**src/hw/rtl/multi_bus_gain_smoother_assert.svh**
```systemverilog
// Assertion macros shared by the gain smoother RTL.
`ifndef MULTI_BUS_GAIN_SMOOTHER_ASSERT_SVH
`define MULTI_BUS_GAIN_SMOOTHER_ASSERT_SVH
`ifndef SYNTHESIS
// Same-cycle implication, checked on every clock edge outside reset.
`define MBGS_ASSERT_IMPL(label, lhs, rhs) \
  label: assert property (@(posedge clk) disable iff (!rst_n) (lhs) |-> (rhs)) \
    else $error("mbgs assertion failed");
// Next-cycle implication.
`define MBGS_ASSERT_NEXT(label, lhs, rhs) \
  label: assert property (@(posedge clk) disable iff (!rst_n) (lhs) |=> (rhs)) \
    else $error("mbgs assertion failed");
`else
`define MBGS_ASSERT_IMPL(label, lhs, rhs)
`define MBGS_ASSERT_NEXT(label, lhs, rhs)
`endif
`endif

```
**src/hw/rtl/mbgs_pkg.sv**
```systemverilog
// Shared types and constants of the gain smoother.
package mbgs_pkg;

  localparam int NUM_BUSES_DEF    = 8;
  localparam int MASTER_INDEX_DEF = 0;
  localparam int QUEUE_DEPTH      = 2;

  localparam int GAIN_W = 16;
  localparam int BUS_W  = 4;
  localparam int CMD_W  = 3;
  localparam int IN_W   = 40;
  localparam int OUT_W  = 56;

  localparam logic [GAIN_W-1:0] UNITY_GAIN = 16'd16384;

  // Raw command codes as they arrive on the input word.
  localparam logic [CMD_W-1:0] CMD_SET_TARGET    = 3'd0;
  localparam logic [CMD_W-1:0] CMD_SET_IMMEDIATE = 3'd1;
  localparam logic [CMD_W-1:0] CMD_SET_MUTE      = 3'd2;
  localparam logic [CMD_W-1:0] CMD_TICK          = 3'd3;
  localparam logic [CMD_W-1:0] CMD_QUERY         = 3'd4;

  // Register index, taken from the word address.
  localparam logic REG_MIN_GAIN = 1'b0;
  localparam logic REG_MAX_GAIN = 1'b1;

  typedef enum logic [2:0] {
    OP_TARGET,
    OP_IMMEDIATE,
    OP_MUTE,
    OP_TICK,
    OP_QUERY
  } op_t;

  typedef enum logic [2:0] {
    ST_IDLE,
    ST_EXEC,
    ST_TICK,
    ST_TICK_END,
    ST_EFF,
    ST_RES
  } back_state_t;

  // One classified command as it waits in the queue.
  typedef struct packed {
    op_t               op;
    logic [BUS_W-1:0]  bus;
    logic              bus_valid;
    logic              is_master;
    logic [GAIN_W-1:0] gain;
    logic              mute;
    logic [GAIN_W-1:0] alpha;
  } item_t;

  typedef struct packed {
    logic full;
    logic empty;
  } queue_status_t;

endpackage

```
**src/hw/rtl/mbgs_front.sv**
```systemverilog
// Front end: accepts command words, decodes them and clamps written gains.
module mbgs_front #(
  parameter int NUM_BUSES    = mbgs_pkg::NUM_BUSES_DEF,
  parameter int MASTER_INDEX = mbgs_pkg::MASTER_INDEX_DEF
) (
  input  logic                         in_tvalid,
  output logic                         in_tready,
  input  logic [mbgs_pkg::IN_W-1:0]    in_tdata,
  input  logic [mbgs_pkg::GAIN_W-1:0]  min_gain,
  input  logic [mbgs_pkg::GAIN_W-1:0]  max_gain,
  input  mbgs_pkg::queue_status_t      q_status,
  output logic                         push,
  output mbgs_pkg::item_t              push_item
);

  logic [mbgs_pkg::CMD_W-1:0]  cmd;
  logic [mbgs_pkg::BUS_W-1:0]  bus;
  logic [mbgs_pkg::GAIN_W-1:0] gain_raw;
  logic [mbgs_pkg::GAIN_W-1:0] gain_lo;
  logic                        valid_bus;

  assign cmd       = in_tdata[2:0];
  assign bus       = in_tdata[6:3];
  assign gain_raw  = in_tdata[22:7];
  assign valid_bus = ({1'b0, bus} < 5'(NUM_BUSES));

  assign in_tready = !q_status.full;
  assign push      = in_tvalid && !q_status.full;

  // Floor first, then ceiling, so an inverted pair yields the ceiling.
  assign gain_lo = (gain_raw < min_gain) ? min_gain : gain_raw;

  always_comb begin
    push_item           = '0;
    push_item.bus       = valid_bus ? bus : '0;
    push_item.bus_valid = valid_bus;
    push_item.is_master = (bus == mbgs_pkg::BUS_W'(MASTER_INDEX));
    push_item.gain      = (gain_lo > max_gain) ? max_gain : gain_lo;
    push_item.mute      = in_tdata[23];
    push_item.alpha     = in_tdata[39:24];
    case (cmd)
      mbgs_pkg::CMD_SET_TARGET:    push_item.op = mbgs_pkg::OP_TARGET;
      mbgs_pkg::CMD_SET_IMMEDIATE: push_item.op = mbgs_pkg::OP_IMMEDIATE;
      mbgs_pkg::CMD_SET_MUTE:      push_item.op = mbgs_pkg::OP_MUTE;
      mbgs_pkg::CMD_TICK:          push_item.op = mbgs_pkg::OP_TICK;
      mbgs_pkg::CMD_QUERY:         push_item.op = mbgs_pkg::OP_QUERY;
      default:                     push_item.op = mbgs_pkg::OP_QUERY;
    endcase
  end

endmodule

```
**src/hw/rtl/mbgs_queue.sv**
```systemverilog
// Short command queue between the front end and the bus engine.
module mbgs_queue #(
  parameter int DEPTH = mbgs_pkg::QUEUE_DEPTH
) (
  input  logic                    clk,
  input  logic                    rst_n,
  input  logic                    push,
  input  mbgs_pkg::item_t         push_item,
  input  logic                    pop,
  output mbgs_pkg::item_t         head,
  output mbgs_pkg::queue_status_t status
);

  localparam int AW = (DEPTH > 1) ? $clog2(DEPTH) : 1;
  localparam int CW = $clog2(DEPTH + 1);

  mbgs_pkg::item_t mem_r [DEPTH];
  logic [AW-1:0]   wr_ptr_r, wr_ptr_nxt;
  logic [AW-1:0]   rd_ptr_r, rd_ptr_nxt;
  logic [CW-1:0]   cnt_r, cnt_nxt;
  logic            do_push;
  logic            do_pop;

  assign status.full  = (cnt_r == CW'(DEPTH));
  assign status.empty = (cnt_r == '0);
  assign do_push      = push && !status.full;
  assign do_pop       = pop && !status.empty;
  assign head         = mem_r[rd_ptr_r];

  always_comb begin
    wr_ptr_nxt = wr_ptr_r;
    rd_ptr_nxt = rd_ptr_r;
    cnt_nxt    = cnt_r;
    if (do_push) begin
      wr_ptr_nxt = (wr_ptr_r == AW'(DEPTH - 1)) ? '0 : wr_ptr_r + 1'b1;
    end
    if (do_pop) begin
      rd_ptr_nxt = (rd_ptr_r == AW'(DEPTH - 1)) ? '0 : rd_ptr_r + 1'b1;
    end
    if (do_push && !do_pop) begin
      cnt_nxt = cnt_r + 1'b1;
    end else if (do_pop && !do_push) begin
      cnt_nxt = cnt_r - 1'b1;
    end
  end

  always_ff @(posedge clk) begin
    if (!rst_n) begin
      wr_ptr_r <= '0;
      rd_ptr_r <= '0;
      cnt_r    <= '0;
    end else begin
      wr_ptr_r <= wr_ptr_nxt;
      rd_ptr_r <= rd_ptr_nxt;
      cnt_r    <= cnt_nxt;
    end
  end

  always_ff @(posedge clk) begin
    if (do_push) begin
      mem_r[wr_ptr_r] <= push_item;
    end
  end

endmodule

```
**src/hw/rtl/mbgs_back.sv**
```systemverilog
// Bus engine: holds the bus bank, runs ticks and effective-gain products
// through one shared multiplier, and registers the result word.
module mbgs_back #(
  parameter int NUM_BUSES    = mbgs_pkg::NUM_BUSES_DEF,
  parameter int MASTER_INDEX = mbgs_pkg::MASTER_INDEX_DEF
) (
  input  logic                       clk,
  input  logic                       rst_n,
  input  mbgs_pkg::queue_status_t    q_status,
  input  mbgs_pkg::item_t            head,
  output logic                       pop,
  output logic                       out_tvalid,
  input  logic                       out_tready,
  output logic [mbgs_pkg::OUT_W-1:0] out_tdata
);

  localparam int BW        = $clog2(NUM_BUSES);
  localparam bit MASTER_OK = (MASTER_INDEX < NUM_BUSES);
  localparam int MIDX      = MASTER_OK ? MASTER_INDEX : 0;

  mbgs_pkg::back_state_t state_r, state_nxt;
  mbgs_pkg::item_t       item_r;

  logic [mbgs_pkg::GAIN_W-1:0] cur_r  [NUM_BUSES];
  logic [mbgs_pkg::GAIN_W-1:0] tgt_r  [NUM_BUSES];
  logic                        mute_r [NUM_BUSES];

  logic [BW-1:0]               idx_r, idx_nxt;
  logic                        wb_en_r, wb_en_nxt;
  logic [BW-1:0]               wb_idx_r;
  logic [mbgs_pkg::GAIN_W-1:0] wb_cur_r;
  logic signed [34:0]          prod_r;
  logic                        out_valid_r, out_valid_nxt;
  logic [mbgs_pkg::OUT_W-1:0]  out_data_r;

  logic                        apply_set;
  logic                        mul_en;
  logic                        load_out;
  logic [BW-1:0]               rd_idx;
  logic [mbgs_pkg::GAIN_W-1:0] rd_cur;
  logic [mbgs_pkg::GAIN_W-1:0] rd_tgt;
  logic                        rd_mute;
  logic [mbgs_pkg::GAIN_W-1:0] m_cur;
  logic                        m_mute;
  logic [16:0]                 diff;
  logic signed [17:0]          mul_a;
  logic signed [16:0]          mul_b;
  logic signed [34:0]          mul_p;
  logic signed [34:0]          rnd;
  logic [19:0]                 wb_sum;
  logic [mbgs_pkg::GAIN_W-1:0] wb_val;
  logic [31:0]                 eff_rnd;
  logic [mbgs_pkg::GAIN_W-1:0] eff_sat;
  logic [mbgs_pkg::GAIN_W-1:0] eff;
  logic [mbgs_pkg::OUT_W-1:0]  res_word;

  // One read port walks the bank during a tick; otherwise it follows the
  // addressed bus. The master is read at its own fixed place.
  assign rd_idx  = (state_r == mbgs_pkg::ST_TICK) ? idx_r : item_r.bus[BW-1:0];
  assign rd_cur  = cur_r[rd_idx];
  assign rd_tgt  = tgt_r[rd_idx];
  assign rd_mute = mute_r[rd_idx];
  assign m_cur   = MASTER_OK ? cur_r[BW'(MIDX)] : mbgs_pkg::UNITY_GAIN;
  assign m_mute  = MASTER_OK ? mute_r[BW'(MIDX)] : 1'b0;

  assign diff = {1'b0, rd_tgt} - {1'b0, rd_cur};

  always_comb begin
    if (state_r == mbgs_pkg::ST_TICK) begin
      mul_a = {diff[16], diff};
      mul_b = {1'b0, item_r.alpha};
    end else begin
      mul_a = {2'b00, rd_cur};
      mul_b = {1'b0, m_cur};
    end
  end

  assign mul_p = mul_a * mul_b;

  // Tick write-back: current plus floor((d * alpha + 0.5 LSB) / 2^16).
  assign rnd    = prod_r + 35'sd32768;
  assign wb_sum = {4'b0000, wb_cur_r} + {rnd[34], rnd[34:16]};
  always_comb begin
    if (wb_sum[19]) begin
      wb_val = '0;
    end else if (wb_sum[18:16] != 3'b000) begin
      wb_val = '1;
    end else begin
      wb_val = wb_sum[15:0];
    end
  end

  // Effective gain: Q2.14 product rounded half up and saturated.
  assign eff_rnd = prod_r[31:0] + 32'd8192;
  assign eff_sat = (eff_rnd[31:30] != 2'b00) ? '1 : eff_rnd[29:14];

  always_comb begin
    if (rd_mute) begin
      eff = '0;
    end else if (item_r.is_master) begin
      eff = rd_cur;
    end else if (m_mute) begin
      eff = '0;
    end else begin
      eff = eff_sat;
    end
  end

  always_comb begin
    res_word = '0;
    if (item_r.bus_valid) begin
      res_word[0]     = 1'b1;
      res_word[16:1]  = rd_tgt;
      res_word[32:17] = rd_cur;
      res_word[33]    = rd_mute;
      res_word[49:34] = eff;
    end else begin
      res_word[16:1]  = mbgs_pkg::UNITY_GAIN;
      res_word[32:17] = mbgs_pkg::UNITY_GAIN;
      res_word[49:34] = mbgs_pkg::UNITY_GAIN;
    end
  end

  // Next-state logic.
  always_comb begin
    state_nxt = state_r;
    case (state_r)
      mbgs_pkg::ST_IDLE: begin
        if (!q_status.empty) begin
          state_nxt = mbgs_pkg::ST_EXEC;
        end
      end
      mbgs_pkg::ST_EXEC: begin
        state_nxt = (item_r.op == mbgs_pkg::OP_TICK) ? mbgs_pkg::ST_TICK : mbgs_pkg::ST_EFF;
      end
      mbgs_pkg::ST_TICK: begin
        if (idx_r == BW'(NUM_BUSES - 1)) begin
          state_nxt = mbgs_pkg::ST_TICK_END;
        end
      end
      mbgs_pkg::ST_TICK_END: state_nxt = mbgs_pkg::ST_EFF;
      mbgs_pkg::ST_EFF:      state_nxt = mbgs_pkg::ST_RES;
      mbgs_pkg::ST_RES: begin
        if (!out_valid_r || out_tready) begin
          state_nxt = mbgs_pkg::ST_IDLE;
        end
      end
      default: state_nxt = mbgs_pkg::ST_IDLE;
    endcase
  end

  // Control outputs of the sequencer.
  always_comb begin
    pop       = 1'b0;
    apply_set = 1'b0;
    mul_en    = 1'b0;
    load_out  = 1'b0;
    wb_en_nxt = 1'b0;
    idx_nxt   = idx_r;
    case (state_r)
      mbgs_pkg::ST_IDLE: pop = !q_status.empty;
      mbgs_pkg::ST_EXEC: begin
        apply_set = item_r.bus_valid;
        idx_nxt   = '0;
      end
      mbgs_pkg::ST_TICK: begin
        mul_en    = 1'b1;
        wb_en_nxt = 1'b1;
        idx_nxt   = idx_r + 1'b1;
      end
      mbgs_pkg::ST_EFF: mul_en = 1'b1;
      mbgs_pkg::ST_RES: load_out = !out_valid_r || out_tready;
      default: begin
        pop = 1'b0;
      end
    endcase
  end

  always_comb begin
    if (load_out) begin
      out_valid_nxt = 1'b1;
    end else if (out_tready) begin
      out_valid_nxt = 1'b0;
    end else begin
      out_valid_nxt = out_valid_r;
    end
  end

  always_ff @(posedge clk) begin
    if (!rst_n) begin
      state_r     <= mbgs_pkg::ST_IDLE;
      idx_r       <= '0;
      wb_en_r     <= 1'b0;
      out_valid_r <= 1'b0;
    end else begin
      state_r     <= state_nxt;
      idx_r       <= idx_nxt;
      wb_en_r     <= wb_en_nxt;
      out_valid_r <= out_valid_nxt;
    end
  end

  always_ff @(posedge clk) begin
    if (pop) begin
      item_r <= head;
    end
    if (mul_en) begin
      prod_r <= mul_p;
    end
    wb_idx_r <= idx_r;
    wb_cur_r <= rd_cur;
    if (load_out) begin
      out_data_r <= res_word;
    end
  end

  always_ff @(posedge clk) begin
    if (!rst_n) begin
      for (int i = 0; i < NUM_BUSES; i++) begin
        cur_r[i]  <= mbgs_pkg::UNITY_GAIN;
        tgt_r[i]  <= mbgs_pkg::UNITY_GAIN;
        mute_r[i] <= 1'b0;
      end
    end else begin
      if (wb_en_r) begin
        cur_r[wb_idx_r] <= wb_val;
      end
      if (apply_set) begin
        case (item_r.op)
          mbgs_pkg::OP_TARGET: tgt_r[item_r.bus[BW-1:0]] <= item_r.gain;
          mbgs_pkg::OP_IMMEDIATE: begin
            cur_r[item_r.bus[BW-1:0]] <= item_r.gain;
            tgt_r[item_r.bus[BW-1:0]] <= item_r.gain;
          end
          mbgs_pkg::OP_MUTE: mute_r[item_r.bus[BW-1:0]] <= item_r.mute;
          default: begin
          end
        endcase
      end
    end
  end

  assign out_tvalid = out_valid_r;
  assign out_tdata  = out_data_r;

endmodule

```
**src/hw/rtl/multi_bus_gain_smoother.sv**
```systemverilog
// Top level of the multi-bus gain smoother: register port, queue and engine.
//
// A bank of NUM_BUSES gain buses takes one command word at a time and gives
// one result word for each. Set, mute and query commands pass through the
// fetch, apply, multiply and result steps in the bus engine; a smoothing
// tick walks every bus, one per cycle, through the single shared multiplier
// before the result product is formed. A two-word queue in front of the
// engine keeps accepting commands while one is in work, and the result
// register holds a finished word until it is taken. The bus bank is ready
// right after reset. min_gain sits at address 0 and max_gain at 4; they
// should be written only while no command is in flight.
`include "multi_bus_gain_smoother_assert.svh"
module multi_bus_gain_smoother #(
  parameter int NUM_BUSES    = mbgs_pkg::NUM_BUSES_DEF,
  parameter int MASTER_INDEX = mbgs_pkg::MASTER_INDEX_DEF
) (
  input  logic                       clk,
  input  logic                       rst_n,
  input  logic                       in_tvalid,
  output logic                       in_tready,
  // [2:0] command, [6:3] bus_index, [22:7] gain_value, [23] mute_value,
  // [39:24] smoothing_step
  input  logic [mbgs_pkg::IN_W-1:0]  in_tdata,
  output logic                       out_tvalid,
  input  logic                       out_tready,
  // [0] bus_valid, [16:1] target_gain_out, [32:17] current_gain_out,
  // [33] muted_out, [49:34] effective_gain, [55:50] zero
  output logic [mbgs_pkg::OUT_W-1:0] out_tdata,
  input  logic                       cfg_psel,
  input  logic                       cfg_penable,
  input  logic                       cfg_pwrite,
  input  logic [2:0]                 cfg_paddr,
  input  logic [31:0]                cfg_pwdata,
  output logic [31:0]                cfg_prdata,
  output logic                       cfg_pready
);

  logic [mbgs_pkg::GAIN_W-1:0] min_gain_r;
  logic [mbgs_pkg::GAIN_W-1:0] max_gain_r;
  logic                        cfg_wr;
  logic                        push;
  logic                        pop;
  mbgs_pkg::item_t             push_item;
  mbgs_pkg::item_t             head;
  mbgs_pkg::queue_status_t     q_status;
  logic                        inv_defaults_ok;

  assign cfg_pready = 1'b1;
  assign cfg_wr     = cfg_psel && cfg_penable && cfg_pwrite && cfg_pready;
  assign cfg_prdata = (cfg_paddr[2] == mbgs_pkg::REG_MAX_GAIN) ? {16'h0000, max_gain_r}
                                                               : {16'h0000, min_gain_r};

  always_ff @(posedge clk) begin
    if (!rst_n) begin
      min_gain_r <= '0;
      max_gain_r <= 16'd32768;
    end else if (cfg_wr) begin
      if (cfg_paddr[2] == mbgs_pkg::REG_MIN_GAIN) begin
        min_gain_r <= cfg_pwdata[15:0];
      end else begin
        max_gain_r <= cfg_pwdata[15:0];
      end
    end
  end

  mbgs_front #(
    .NUM_BUSES    (NUM_BUSES),
    .MASTER_INDEX (MASTER_INDEX)
  ) u_front (
    .in_tvalid (in_tvalid),
    .in_tready (in_tready),
    .in_tdata  (in_tdata),
    .min_gain  (min_gain_r),
    .max_gain  (max_gain_r),
    .q_status  (q_status),
    .push      (push),
    .push_item (push_item)
  );

  mbgs_queue #(
    .DEPTH (mbgs_pkg::QUEUE_DEPTH)
  ) u_queue (
    .clk       (clk),
    .rst_n     (rst_n),
    .push      (push),
    .push_item (push_item),
    .pop       (pop),
    .head      (head),
    .status    (q_status)
  );

  mbgs_back #(
    .NUM_BUSES    (NUM_BUSES),
    .MASTER_INDEX (MASTER_INDEX)
  ) u_back (
    .clk        (clk),
    .rst_n      (rst_n),
    .q_status   (q_status),
    .head       (head),
    .pop        (pop),
    .out_tvalid (out_tvalid),
    .out_tready (out_tready),
    .out_tdata  (out_tdata)
  );

  assign inv_defaults_ok = (out_tdata[16:1] == mbgs_pkg::UNITY_GAIN) &&
                           (out_tdata[32:17] == mbgs_pkg::UNITY_GAIN) &&
                           !out_tdata[33] &&
                           (out_tdata[49:34] == mbgs_pkg::UNITY_GAIN);

  // A result for a missing bus carries the default values.
  `MBGS_ASSERT_IMPL(a_invalid_defaults, out_tvalid && !out_tdata[0], inv_defaults_ok)
  // A muted bus never passes any gain.
  `MBGS_ASSERT_IMPL(a_muted_silent, out_tvalid && out_tdata[0] && out_tdata[33], out_tdata[49:34] == '0)
  // A silent bus stays silent after the master product.
  `MBGS_ASSERT_IMPL(a_zero_gain, out_tvalid && out_tdata[0] && out_tdata[32:17] == '0, out_tdata[49:34] == '0)
  // Taking a command always leaves room in the queue on the next cycle.
  `MBGS_ASSERT_NEXT(a_pop_loads, pop, !q_status.full)

endmodule

```
**config.mk**
```make
export PLATFORM = sky130hd
export DESIGN_NAME = multi_bus_gain_smoother
export DESIGN_NICKNAME = d
export VERILOG_FILES = /design/src/hw/rtl/mbgs_pkg.sv /design/src/hw/rtl/mbgs_front.sv /design/src/hw/rtl/mbgs_queue.sv /design/src/hw/rtl/mbgs_back.sv /design/src/hw/rtl/multi_bus_gain_smoother.sv
export VERILOG_INCLUDE_DIRS = /design/src /design/src/hw/rtl
export SDC_FILE = /design/constraint.sdc
export NUM_CORES = 2
export LEC_CHECK = 0
export BUFFER_PORTS_ARGS = -buffer_cell sky130_fd_sc_hd__buf_2
export CORE_ASPECT_RATIO = 1.4
export CORE_MARGIN = 2
export CORE_UTILIZATION = 65
export CTS_BUF_LIST = sky130_fd_sc_hd__clkbuf_16
export CTS_CLUSTER_SIZE = 40
export DETAILED_ROUTE_END_ITERATION = 8
export GPL_TIMING_DRIVEN = 1
export MAX_ROUTING_LAYER = met4
export PLACE_DENSITY_LB_ADDON = 0.12
export RECOVER_POWER = 25
export SLEW_MARGIN = 15
export SYNTH_ARGS = -nofsm -noshare
export SYNTH_HDL_FRONTEND = slang
export SYNTH_SLANG_ARGS = --single-unit
```
**constraint.sdc**
```tcl
create_clock -name clk -period 22.5 [get_ports clk]
set_clock_uncertainty 0.05 [all_clocks]
set_input_delay 2.25 -clock clk [delete_from_list [all_inputs] [get_ports clk]]
set_output_delay 2.25 -clock clk [all_outputs]
set_load 0.05 [all_outputs]
```
==> results by group <==
Drt
  • # DRC: 0
  • Number of iterations in the first detailed-routing pass: 7
  • Antenna Nets Post-Route: 0
  • DR vias: 25500
  • Avg WL per Cell: 24.6 um
  • DR vias/cell: 6.26
  • DRT Wirelength: 100000 um
  • Iteration-0 DRC Markers: 2312

Setup path
  • Reg2reg start: u_back.state_r[1]
  • Critical path type: reg2reg
  • Delay of the slowest cell on the worst path: 880 ps
  • Critical Path Start Type: flop
  • Critical Path Slowest Stage Cell: xor2_2
  • Reg2Reg Depth: 36
  • CP most frequent cell: fa_1
  • CP Capture Type: flop
  • Worst path arrival time: roughly 13000 ps
  • R2R Setup Slk: 9780 ps
  • Data required, critical path: 22770 ps
  • R2R Path End: u_back.prod_r[34]
  • Crit path max fanout: 37

Hold path
  • Hold Startpoint: u_back.idx_r[0]
  • WHS Path Cells: 0
  • Worst Hold End: u_back.wb_idx_r[0]
  • Worst min path class: reg2reg

Clocking
  • Cts hold-fix bufs: 0
  • H-tree levels: 2
  • Clock root buffer: clkbuf_16
  • Clock slew at reported path FFs: 70 ps
  • Clk_lat worst skew: 640 ps
  • Clock buffer count from CTS: 50
  • Post-CTS Setup Inserts: 0
  • TritonCTS clock tree: done
  • Clk buf depth: 3
  • Post-CTS sizing: 0
  • Sink Count: 522

Timing
  • Unrepaired setup endpoints after global routing: no
  • Fin crit share: 56.5%
  • Worst-Margin Slew: 3260 ps
  • Max-slew violations: 195
  • Final setup fails: 0
  • Min Clock Period, post-route: 12720 ps
  • Slew headroom: -117%
  • Worst Hold Slack: 384 ps
  • Max Fclk: just under 80 MHz
  • Final Hold Viols: 0
  • Final setup TNS: 0 ps

Final layout
  • Nets: ~3800
  • Area Overhead vs Synth: 7.83%
  • # diodes: 0
  • Share of cells above drive strength 1: 12.9%

Logic synthesis
  • Post-synthesis register bit count: ~520
  • Post-synthesis cell count: roughly 3200
  • Syn Area/Cell: 11.3 sq um
  • Synth top cells by count: edfxtp_1, inv_1, nand2_1
  • Yosys warning total: 0
  • Top-area cell type share of the netlist area: 37.2%
  • Yosys cell types: ~70
  • Count leader, synth: edfxtp_1
  • Mapped Area: 36400 sq um
  • Part of the Yosys area used for sequential elements: about 41%
  • Post-synth EDFFs: 451
  • Async set or reset register ratio after synthesis: 0%
  • Top cells by area, synth: edfxtp_1, fa_1, ha_1
  • Area leader, netlist: edfxtp_1
  • Post-synth top flop: edfxtp_1

Floorplanning
  • Die Wd: ~200 um
  • Initial Utilization: 65.8%
  • Full die area: 57900 sq um
  • CORE AREA: 55300 sq um
  • Die Y: 284 um
  • # IOs: 173
  • # rows: 102

Placement
  • Dpl hpwl: 74000 um
  • PortBufs: approximately 130
  • Global placement routability congestion: approximately 1.0

GRT
  • First-pass GRT wire length: approximately 150000 um
  • Grt ovf: 0
  • Largest net degree at the start of global routing: between 70 and 80
  • Number of antenna violations at the first check in global routing: 4
  • Vias in the first global route: about 27000
  • Total track usage: 36.3%

Run
  • Maxcap violations: 4

Status
  • Violations in the final reports: max-capacitance violations, max-slew violations
  • Status: complete, but fails checks
==> cell type report <==
class,count,area [sq um]
clock buffer,50,1250
clock inverter,44,397
fill,4026,16000
inverter,409,1540
multi-input combinational,2141,19200
sequential,522,15000
tap,728,911
timing repair buffer,176,956
==> cells in the final DEF (no fill, tap or decap), drive strengths merged, types with 56 or more instances in the layout <==
master,n
xnor2,56
dfxtp,71
buf,158
a22o,83
mux2,88
a21oi,92
mux4,62
inv,423
o21ai,111
clkbuf,68
and2,194
fa,283
nor2,187
edfxtp,451
nand2,323
ha,153
==> metal layers <==
| layer | global-route usage (%) | routed length, um |
|---|---|---|
| met1 | 40.1 | 33800 |
| met2 | 61.8 | 51500 |
| met3 | 5.37 | 7640 |
| met4 | 21.9 | 7120 |
| met5 | - | 0 |
==> per-stage QoR <==
stage	worst slack, ps	cells	utilization [%]	instance area, sq um
3_3_place_gp	10050	3975	68.1	37600
5_1_grt	9130	4070	71.0	39200
6_report	9780	4070	71.0	39200
4_1_cts	9840	4069	71.0	39300
3_5_place_dp	9900	3975	68.1	37600
2_1_floorplan	11760	3251	-	36400
==> how the worst max path moves through the flow <==
| stage | startpoint | endpoint | cells after the start |
|---|---|---|---|
| after floorplan | u_back.state_r[1] | u_back.prod_r[34] | 41 |
| after global placement | u_back.state_r[1] | u_back.prod_r[34] | 36 |
| after detailed placement | u_back.state_r[1] | u_back.prod_r[34] | 36 |
| after CTS | u_back.state_r[1] | u_back.prod_r[34] | 36 |
| after global routing | u_back.state_r[1] | u_back.prod_r[34] | 36 |
| final | u_back.state_r[1] | u_back.prod_r[34] | 36 |
==> logic make-up after synthesis <==
family,synth area share [%]
simple gates,11.4
buf+inv,6.48
flops,41.1
compound gates,9.64
fa+ha+maj,20.9
mux,8.09
xor+xnor,2.37
other cells,0.0206
==> critical path: cells and delay by family, from the launching register on <==
| family | cells | cell delay (ps) |
|---|---|---|
| AOI/OAI and AO/OA | 8 | 1990 |
| xor gates and xnor gates | 2 | 1030 |
| adders and majority gates | 10 | 4580 |
| buffers and inverters | 7 | 1540 |
| DFF | 1 | 520 |
| muxes | 3 | 1570 |
| and+or+nand+nor | 6 | 1080 |
==> flip-flops by register name (all words and copies together), names as in the netlist <==
signal             cells
u_queue.rd_ptr_r       1
max_gain_r            16
u_queue.mem_r         82
u_back.mute_r          8
u_back.idx_r           3
u_queue.cnt_r          2
u_back.cur_r         128
u_back.item_r         41
u_back.tgt_r         128
min_gain_r            16
u_back.wb_idx_r        3
u_back.out_tdata      50
u_back.out_tvalid      1
u_back.state_r         3
u_back.wb_en_r         1
u_back.wb_cur_r       16
u_queue.wr_ptr_r       1
u_back.prod_r         22
Power is left out: the tool's default activity adds up to more than one toggle a clock period on the data nets, which glitch-free logic cannot reach.
